**src/design/tchc_pkg.sv**
```systemverilog
package tchc_pkg;

    // Phase of the capture sequence.
    typedef enum logic [1:0] {
        PH_WAIT  = 2'd0,
        PH_WRITE = 2'd1,
        PH_HOLD  = 2'd2
    } t_phase;

    // Mode codes shared by the write and cooldown selections.
    localparam logic [1:0] MODE_TRIG  = 2'd0;
    localparam logic [1:0] MODE_STEPS = 2'd1;
    localparam logic [1:0] MODE_SPAN  = 2'd2;

    // Configuration register indexes.
    localparam int unsigned CFG_IDX_W = 3;
    localparam logic [CFG_IDX_W-1:0] CFG_WRITE_MODE    = 3'd0;
    localparam logic [CFG_IDX_W-1:0] CFG_HOLD_MODE     = 3'd1;
    localparam logic [CFG_IDX_W-1:0] CFG_WRITE_STEPS   = 3'd2;
    localparam logic [CFG_IDX_W-1:0] CFG_WRITE_SPAN    = 3'd3;
    localparam logic [CFG_IDX_W-1:0] CFG_HOLD_STEPS    = 3'd4;
    localparam logic [CFG_IDX_W-1:0] CFG_HOLD_SPAN     = 3'd5;
    localparam logic [CFG_IDX_W-1:0] CFG_KEEP_PREVIOUS = 3'd6;

    typedef struct packed {
        logic [1:0]  write_mode;
        logic [1:0]  hold_mode;
        logic [15:0] write_steps;
        logic [31:0] write_span;
        logic [15:0] hold_steps;
        logic [31:0] hold_span;
        logic        keep_previous;
    } t_cfg;

    typedef struct packed {
        t_phase      phase;
        logic [32:0] step_deadline;
        logic [32:0] time_deadline;
    } t_state;

    typedef struct packed {
        logic   write_now;
        logic   write_prior;
        logic   store_current;
        t_phase phase_after;
    } t_result;

    // The undefined mode code behaves as mode zero.
    function automatic logic [1:0] norm_mode(input logic [1:0] m);
        logic [1:0] r;
        r = (m == MODE_TRIG || m == MODE_STEPS || m == MODE_SPAN) ? m : MODE_TRIG;
        return r;
    endfunction

endpackage

```
**src/design/tchc_step.sv**
```systemverilog
module tchc_step (
    input  tchc_pkg::t_cfg    i_cfg,
    input  tchc_pkg::t_state  i_state,
    input  logic              i_trigger,
    input  logic [31:0]       i_step_index,
    input  logic [31:0]       i_now_time,
    output tchc_pkg::t_state  o_state,
    output tchc_pkg::t_result o_result
);
    import tchc_pkg::*;

    logic [1:0]  wm;
    logic [1:0]  hm;
    logic [32:0] idx33;
    logic [32:0] now33;
    logic [32:0] sum_write_steps;
    logic [32:0] sum_hold_steps;
    logic [32:0] sum_write_span;
    logic [32:0] sum_hold_span;
    logic        cont;
    logic        hold_over;
    logic        hold_imm;
    logic        begin_hold;
    logic        start_try;
    logic        start;
    logic        wr;
    t_phase      phase_n;

    assign wm    = norm_mode(i_cfg.write_mode);
    assign hm    = norm_mode(i_cfg.hold_mode);
    assign idx33 = {1'b0, i_step_index};
    assign now33 = {1'b0, i_now_time};

    // Candidate deadlines; the sums are exact in 33 bits.
    assign sum_write_steps = idx33 + {17'b0, i_cfg.write_steps};
    assign sum_hold_steps  = idx33 + {17'b0, i_cfg.hold_steps};
    assign sum_write_span  = now33 + {1'b0, i_cfg.write_span};
    assign sum_hold_span   = now33 + {1'b0, i_cfg.hold_span};

    // Cooldown end tests: against the stored deadlines, and for a cooldown that
    // starts in this step, which ends at once in trigger mode or for a zero step count.
    always_comb begin
        case (hm)
            MODE_STEPS: begin
                hold_over = idx33 >= i_state.step_deadline;
                hold_imm  = (i_cfg.hold_steps == 16'd0);
            end
            MODE_SPAN: begin
                hold_over = now33 > i_state.time_deadline;
                hold_imm  = 1'b0;
            end
            default: begin
                hold_over = 1'b1;
                hold_imm  = 1'b1;
            end
        endcase
    end

    // Phase decisions for this step.
    always_comb begin
        cont       = 1'b0;
        begin_hold = 1'b0;
        start_try  = 1'b0;
        case (i_state.phase)
            PH_WRITE: begin
                case (wm)
                    MODE_STEPS: cont = idx33 < i_state.step_deadline;
                    MODE_SPAN:  cont = now33 <= i_state.time_deadline;
                    default:    cont = i_trigger;
                endcase
                begin_hold = !cont;
                start_try  = !cont && hold_imm;
            end
            PH_HOLD: begin
                start_try = hold_over;
            end
            default: begin
                start_try = 1'b1;
            end
        endcase
    end

    assign start = start_try && i_trigger;
    assign wr    = cont || start;

    always_comb begin
        if (wr) begin
            phase_n = PH_WRITE;
        end else if (begin_hold && !hold_imm) begin
            phase_n = PH_HOLD;
        end else if (i_state.phase == PH_HOLD && !hold_over) begin
            phase_n = PH_HOLD;
        end else begin
            phase_n = PH_WAIT;
        end
    end

    // Deadline updates: a write start overrides a cooldown start in the same step.
    always_comb begin
        o_state.phase         = phase_n;
        o_state.step_deadline = i_state.step_deadline;
        o_state.time_deadline = i_state.time_deadline;
        if (begin_hold && hm == MODE_STEPS) begin
            o_state.step_deadline = sum_hold_steps;
        end
        if (begin_hold && hm == MODE_SPAN) begin
            o_state.time_deadline = sum_hold_span;
        end
        if (start && wm == MODE_STEPS) begin
            o_state.step_deadline = sum_write_steps;
        end
        if (start && wm == MODE_SPAN) begin
            o_state.time_deadline = sum_write_span;
        end
    end

    assign o_result.write_now     = wr;
    assign o_result.write_prior   = wr && i_cfg.keep_previous;
    assign o_result.store_current = !wr && i_cfg.keep_previous;
    assign o_result.phase_after   = phase_n;

endmodule

```
**src/design/triggered_capture_holdoff_controller_top.sv**
```systemverilog
// Triggered capture controller with hold-off. Each transfer on the input channel is one time
// step (trigger, step index, 16.16 time) and gives exactly one result transfer with the write,
// write-previous and store-current strobes and the phase after the step. One step is taken
// every cycle while results are taken: the step is held in an input register, evaluated
// by one pass of compares and 33-bit adds into the result register, and the phase and
// deadlines are updated in that same cycle. While a result waits to be taken the input
// register can still take one more step; after that the input stalls until the result
// transfer. Configuration writes are always accepted, and are to be made only while no
// step is in flight.
module triggered_capture_holdoff_controller_top (
    input  logic                               i_clk,
    input  logic                               i_rst_n,
    input  logic                               i_cfg_valid,
    output logic                               o_cfg_ready,
    input  logic [tchc_pkg::CFG_IDX_W-1:0]     i_cfg_index,
    input  logic [31:0]                        i_cfg_data,
    input  logic                               i_in_valid,
    output logic                               o_in_ready,
    input  logic                               i_trigger,
    input  logic [31:0]                        i_step_index,
    input  logic [31:0]                        i_now_time,
    output logic                               o_out_valid,
    input  logic                               i_out_ready,
    output logic                               o_write_now,
    output logic                               o_write_prior,
    output logic                               o_store_current,
    output logic [1:0]                         o_phase_after
);
    import tchc_pkg::*;

    t_cfg        r_cfg;
    t_state      r_state;
    t_state      n_state;
    t_result     r_result;
    t_result     n_result;
    logic        r_in_valid;
    logic        r_trigger;
    logic [31:0] r_step_index;
    logic [31:0] r_now_time;
    logic        r_out_valid;
    logic        advance;

    // The held step moves on when the result register is free or being emptied.
    assign advance     = r_in_valid && (!r_out_valid || i_out_ready);
    assign o_in_ready  = !r_in_valid || advance;
    assign o_cfg_ready = 1'b1;

    // Configuration registers.
    always_ff @(posedge i_clk) begin
        if (!i_rst_n) begin
            r_cfg.write_mode    <= MODE_TRIG;
            r_cfg.hold_mode     <= MODE_TRIG;
            r_cfg.write_steps   <= 16'd1;
            r_cfg.write_span    <= 32'd0;
            r_cfg.hold_steps    <= 16'd0;
            r_cfg.hold_span     <= 32'd0;
            r_cfg.keep_previous <= 1'b0;
        end else if (i_cfg_valid) begin
            case (i_cfg_index)
                CFG_WRITE_MODE:    r_cfg.write_mode    <= i_cfg_data[1:0];
                CFG_HOLD_MODE:     r_cfg.hold_mode     <= i_cfg_data[1:0];
                CFG_WRITE_STEPS:   r_cfg.write_steps   <= i_cfg_data[15:0];
                CFG_WRITE_SPAN:    r_cfg.write_span    <= i_cfg_data;
                CFG_HOLD_STEPS:    r_cfg.hold_steps    <= i_cfg_data[15:0];
                CFG_HOLD_SPAN:     r_cfg.hold_span     <= i_cfg_data;
                CFG_KEEP_PREVIOUS: r_cfg.keep_previous <= i_cfg_data[0];
                default: ;
            endcase
        end
    end

    // Input register.
    always_ff @(posedge i_clk) begin
        if (!i_rst_n) begin
            r_in_valid <= 1'b0;
        end else if (o_in_ready) begin
            r_in_valid <= i_in_valid;
        end
    end

    always_ff @(posedge i_clk) begin
        if (i_in_valid && o_in_ready) begin
            r_trigger    <= i_trigger;
            r_step_index <= i_step_index;
            r_now_time   <= i_now_time;
        end
    end

    // One step of the phase machine.
    tchc_step u_step (
        .i_cfg        (r_cfg),
        .i_state      (r_state),
        .i_trigger    (r_trigger),
        .i_step_index (r_step_index),
        .i_now_time   (r_now_time),
        .o_state      (n_state),
        .o_result     (n_result)
    );

    // Phase and deadlines advance with each evaluated step.
    always_ff @(posedge i_clk) begin
        if (!i_rst_n) begin
            r_state.phase         <= PH_WAIT;
            r_state.step_deadline <= 33'd0;
            r_state.time_deadline <= 33'd0;
        end else if (advance) begin
            r_state <= n_state;
        end
    end

    // Result register.
    always_ff @(posedge i_clk) begin
        if (!i_rst_n) begin
            r_out_valid <= 1'b0;
        end else if (advance) begin
            r_out_valid <= 1'b1;
        end else if (i_out_ready) begin
            r_out_valid <= 1'b0;
        end
    end

    always_ff @(posedge i_clk) begin
        if (advance) begin
            r_result <= n_result;
        end
    end

    assign o_out_valid     = r_out_valid;
    assign o_write_now     = r_result.write_now;
    assign o_write_prior   = r_result.write_prior;
    assign o_store_current = r_result.store_current;
    assign o_phase_after   = r_result.phase_after;

`ifndef ASSERT_OFF
    // A step is written exactly when it leaves the block in the writing phase.
    a_write_phase: assert property (@(posedge i_clk) disable iff (!i_rst_n)
        o_out_valid |-> (o_write_now == (o_phase_after == PH_WRITE)))
        else $error("write strobe disagrees with phase after step");

    // The previous-step strobes never fire together.
    a_prior_store: assert property (@(posedge i_clk) disable iff (!i_rst_n)
        o_out_valid |-> !(o_write_prior && o_store_current))
        else $error("write-previous and store-current both set");

    // A held step is not dropped while the result side stalls.
    a_in_hold: assert property (@(posedge i_clk) disable iff (!i_rst_n)
        (r_in_valid && !advance) |=> r_in_valid)
        else $error("held step lost during stall");
`endif

endmodule

```
**config.mk**
```make
export PLATFORM = sky130hd
export DESIGN_NAME = triggered_capture_holdoff_controller_top
export DESIGN_NICKNAME = d
export VERILOG_FILES = /design/src/design/tchc_pkg.sv /design/src/design/tchc_step.sv /design/src/design/triggered_capture_holdoff_controller_top.sv
export SDC_FILE = /design/constraint.sdc
export NUM_CORES = 1
export LEC_CHECK = 0
export BUFFER_PORTS_ARGS = -buffer_cell sky130_fd_sc_hd__buf_4
export CORE_UTILIZATION = 50
export DETAILED_ROUTE_END_ITERATION = 10
export PLACE_DENSITY = 0.67
export SLEW_MARGIN = 20
export SYNTH_ARGS = -nofsm -noshare
export SYNTH_HDL_FRONTEND = slang
export SYNTH_HIERARCHICAL = 1
export SYNTH_SLANG_ARGS = --single-unit
```
**constraint.sdc**
```tcl
create_clock -name i_clk -period 3 [get_ports i_clk]
set_input_delay 0.3 -clock i_clk [delete_from_list [all_inputs] [get_ports i_clk]]
set_output_delay 0.3 -clock i_clk [all_outputs]
set_load 0.02 [all_outputs]
```
==> summary.md <==
| Metric | Value |
|---|---|
| Status | complete, but fails checks |
| Failing checks | negative setup slack |
| Clock sinks | 241 |
| Post-DP HPWL | 36000 um |
| Max Slew Vio Count | 0 |
| Largest net degree at the start of global routing | 114 |
| Hold Crit Depth | 3 |
| Residual DRC count | 0 |
| Final WL | 55800 um |
| Syn Nets | 2259 |
| Pin slew with the least headroom to its limit | 973 ps |
| Fillers | 2288 |
| Core area | 0.0327 mm2 |
| Antenna diodes | 0 |
| Reg2reg setup slack | -570 ps |
| Syn. warnings | 6 |
| Clock slew at reported path FFs | 60 ps |
| Sequential Area | 0.00553 mm2 |
| Top FF cell, synth | dfxtp_1 |
| Routed WL per cell | 18.6 um |
| Die Ht | 185 um |
| Netlist cell types | 90 |
| CP Launch Type | register |
| Req. time, crit path | 3500 ps |
| All-Layer GR Usage | 31.2% |
| Largest cells by area after synthesis | dfxtp_1, edfxtp_1, ha_1 |
| Cell Rows | 66 |
| CP peak stage delay | 440 ps |
| TritonRoute pass-1 iters | 5 |
| Hold_sp | i_cfg_data[17] |
| Setup WS post-layout | -570 ps |
| Post-route cell area | 0.0247 mm2 |
| Number of enable flip-flop cells after synthesis | 70 |
| Layout cell share with drive strength beyond 1 | 32.0% |
| Clk_lat worst skew | 580 ps |
| CP Capture Type | register |
| Unrepaired setup endpoints after global routing | true |
| Via count of the first global-routing pass | 17200 |
| Multi-input logic area | 0.0117 mm2 |
| Seq/Total Area, Yosys | 33.0% |
| Overflow left after global routing | 0 |
| Critical path cell sequence | ha_4 > a21oi_2 > o21ai_2 > a221oi_4 > buf_6 > o22ai_4 > buf_6 > o31ai_4 > a21boi_4 > buf_6 > o311ai_4 > buf_4 > buf_12 > buf_12 > nor2_1 > a21oi_1 > nand2_1 > mux2i_1 |
| Initial Util | 51.2% |
| Initial antenna violation count | 0 |
| Dpl cells | 2777 |
| Most frequent cells in the layout | buf_4, nand2_1, dfxtp_1 |
| Hold Path Class | primary input to register |
| Peak Freq | 0.280 GHz |
| Area leader, netlist | dfxtp_1 |
| Die width | 185 um |
| Final cell count without fillers | 3001 |
| Final Cycle Share | 119% |
| First-pass GRT wire length | 84900 um |
| R2R Path End | r_state[7] |
| DRT antenna net count | 0 |
| Commonest non-fill, non-tap cell in the layout | buf_4 |
| Clock tree buffer depth | 3 |
| Mapped Avg Cell Area | 8.44 um2 |
| H-Tree Depth | 1 |
| IO Pins | 113 |
| Leak | 10.5 nW |
| Clock Tree Root | clkbuf_16 |
| Worst r2r src | r_now_time[10] |
| Post-Syn Instances | 1984 |
| Worst Hold Slack | 19.4 ps |
| Synth-to-layout area growth | 47.4% |
| Most Frequent Cell on Critical Path | buf_6 |
| Final Net Count | 2811 |
| CTS tree | yes |
| Worst path slowest cell | edfxtp_1 |
| GP Congestion | 0.956 |
| Rel. slew slack | 35.2% |
| DR vias | 17400 |
| Hold worst-path end | r_cfg[18] |
| Buffers on Ports | 111 |
| Num CTS Buffers | 29 |
| Area share of the largest cell type after synthesis | 20.4% |
| Crit path kind | register to register |
| Pwr per Cell Area | 356 mW/mm2 |
| DR iter-0 viols | 1096 |
| Worst IR Drop VDD | 0.000434 V |
| Post-synthesis instance area | 0.0167 mm2 |
| Yosys reg bits | 241 |
| Drt via density | 5.79 |
| WP data arrival | 4070 ps |
| Setup Skew | 14.2 ps |
| Ys async rst share | 0% |
| Largest fanout on the critical path | 5 |
| Full die area | 0.0342 mm2 |
| Area post-placement | 0.0203 mm2 |
| Setup violations, final | 71 |
| Final hold viol count | 0 |
| R2R depth | 18 |
| MaxCap Viol Count | 0 |
| Min Clock Period, post-route | 3570 ps |
[where the power goes]
part	leakage [nW]	internal [W]	total (W)	switching, W
sequential	2.06	0.00345	0.00353	0.0000792
clock	0.501	0.00223	0.00374	0.00151
combinational	7.93	0.000741	0.00152	0.000780
[logic make-up (layout without fill, tap and decap cells)]
logic type / Yosys count / in the layout / synth area share (%)
buf+inv: 199 / 771 / 5.34
simple gates: 669 / 669 / 19.4
fa+ha+maj: 170 / 170 / 12.9
xor+xnor: 81 / 81 / 4.24
flops: 241 / 241 / 33.0
other cells: 1 / 1 / 0.0224
compound gates: 520 / 523 / 19.0
mux: 103 / 103 / 6.17
[metal layers]
| metal | part of all wire, % | track usage [%] |
|---|---|---|
| met4 | 5.2 | 14.5 |
| met3 | 4.8 | 3.97 |
| met5 | 0 | 0 |
| met2 | 50 | 57.1 |
| met1 | 40 | 35.8 |
[Yosys cell counts, types with 5 or more instances]
| cell | number |
|---|---|
| a221oi_1 | 5 |
| o21ai_1 | 16 |
| nand2_1 | 258 |
| o31ai_1 | 6 |
| dfxtp_1 | 171 |
| inv_1 | 104 |
| nor2b_1 | 26 |
| o21a_1 | 18 |
| mux2i_1 | 101 |
| a21oi_1 | 166 |
| xor2_1 | 23 |
| a21o_1 | 38 |
| nor4_1 | 6 |
| a31oi_1 | 12 |
| clkbuf_1 | 29 |
| and2_1 | 12 |
| buf_4 | 14 |
| nand4_1 | 23 |
| nand2b_1 | 16 |
| and3_1 | 14 |
| ha_1 | 166 |
| nor3b_1 | 12 |
| edfxtp_1 | 70 |
| nor3_1 | 20 |
| xnor2_1 | 58 |
| nor2_1 | 117 |
| nand3b_1 | 6 |
| o211ai_1 | 13 |
| and4_1 | 8 |
| or3_1 | 6 |
| buf_2 | 40 |
| buf_1 | 5 |
| o22ai_1 | 7 |
| a211oi_1 | 18 |
| o21bai_1 | 8 |
| o21ai_0 | 154 |
| nand3_1 | 122 |
[worst max-delay path: cells and delay by family (launching register included)]
family	cells	cell delay, ps
flops	1	440
fa+ha+maj	1	250
compound gates	8	1610
buf+inv	6	880
mux	1	170
simple gates	2	140
[state kept, by name, summed over array words and instances (netlist names)]
register,count
o_phase_after,2
r_now_time,32
o_store_current,1
r_trigger,1
r_state,68
r_step_index,32
o_write_prior,1
r_cfg,101
o_out_valid,1
o_write_now,1
r_in_valid,1
[cell type report]
class	instances	area share, %
repair buffers	613	22.2
flip-flops and latches	241	22.4
multi-input cells	1547	47.5
well taps	442	2.24
clock buffers	40	3.56
clock inverters	14	0.578
inverters	104	1.58
[how the worst max path moves through the flow]
stage                      from     endpoint  cells after the start
2_1_floorplan  r_step_index[28]  r_state[64]                     14
3_3_place_gp      r_now_time[1]  r_state[31]                     16
3_5_place_dp      r_now_time[1]  r_state[31]                     16
4_1_cts           r_now_time[0]  r_state[30]                     17
5_1_grt          r_now_time[23]  r_state[17]                     17
6_report         r_now_time[10]   r_state[7]                     18
[per-stage QoR]
step	TNS, ps	setup WS [ps]	power, W	util, %
2_1_floorplan	-42.9	-31.4	0.00430	-
3_3_place_gp	-31530	-711	0.00481	62.2
3_5_place_dp	-32570	-630	0.00484	62.2
4_1_cts	-21090	-453	0.00873	73.6
5_1_grt	-39820	-716	0.00909	75.5
6_report	-30480	-570	0.00879	75.5
[repair_timing]
| item | CTS | global route |
|---|---|---|
| setup endpoints to repair | 73 | 72 |
| hold buffers | 79 | 0 |
| setup buffers | 51 | 25 |
| endpoints found under the hold margin | 87 | 0 |
| cloned | 19 | 2 |
| pin swaps | 142 | 58 |
| resized for setup | 257 | 102 |
Note: power is estimated with default switching activity, not from simulation.
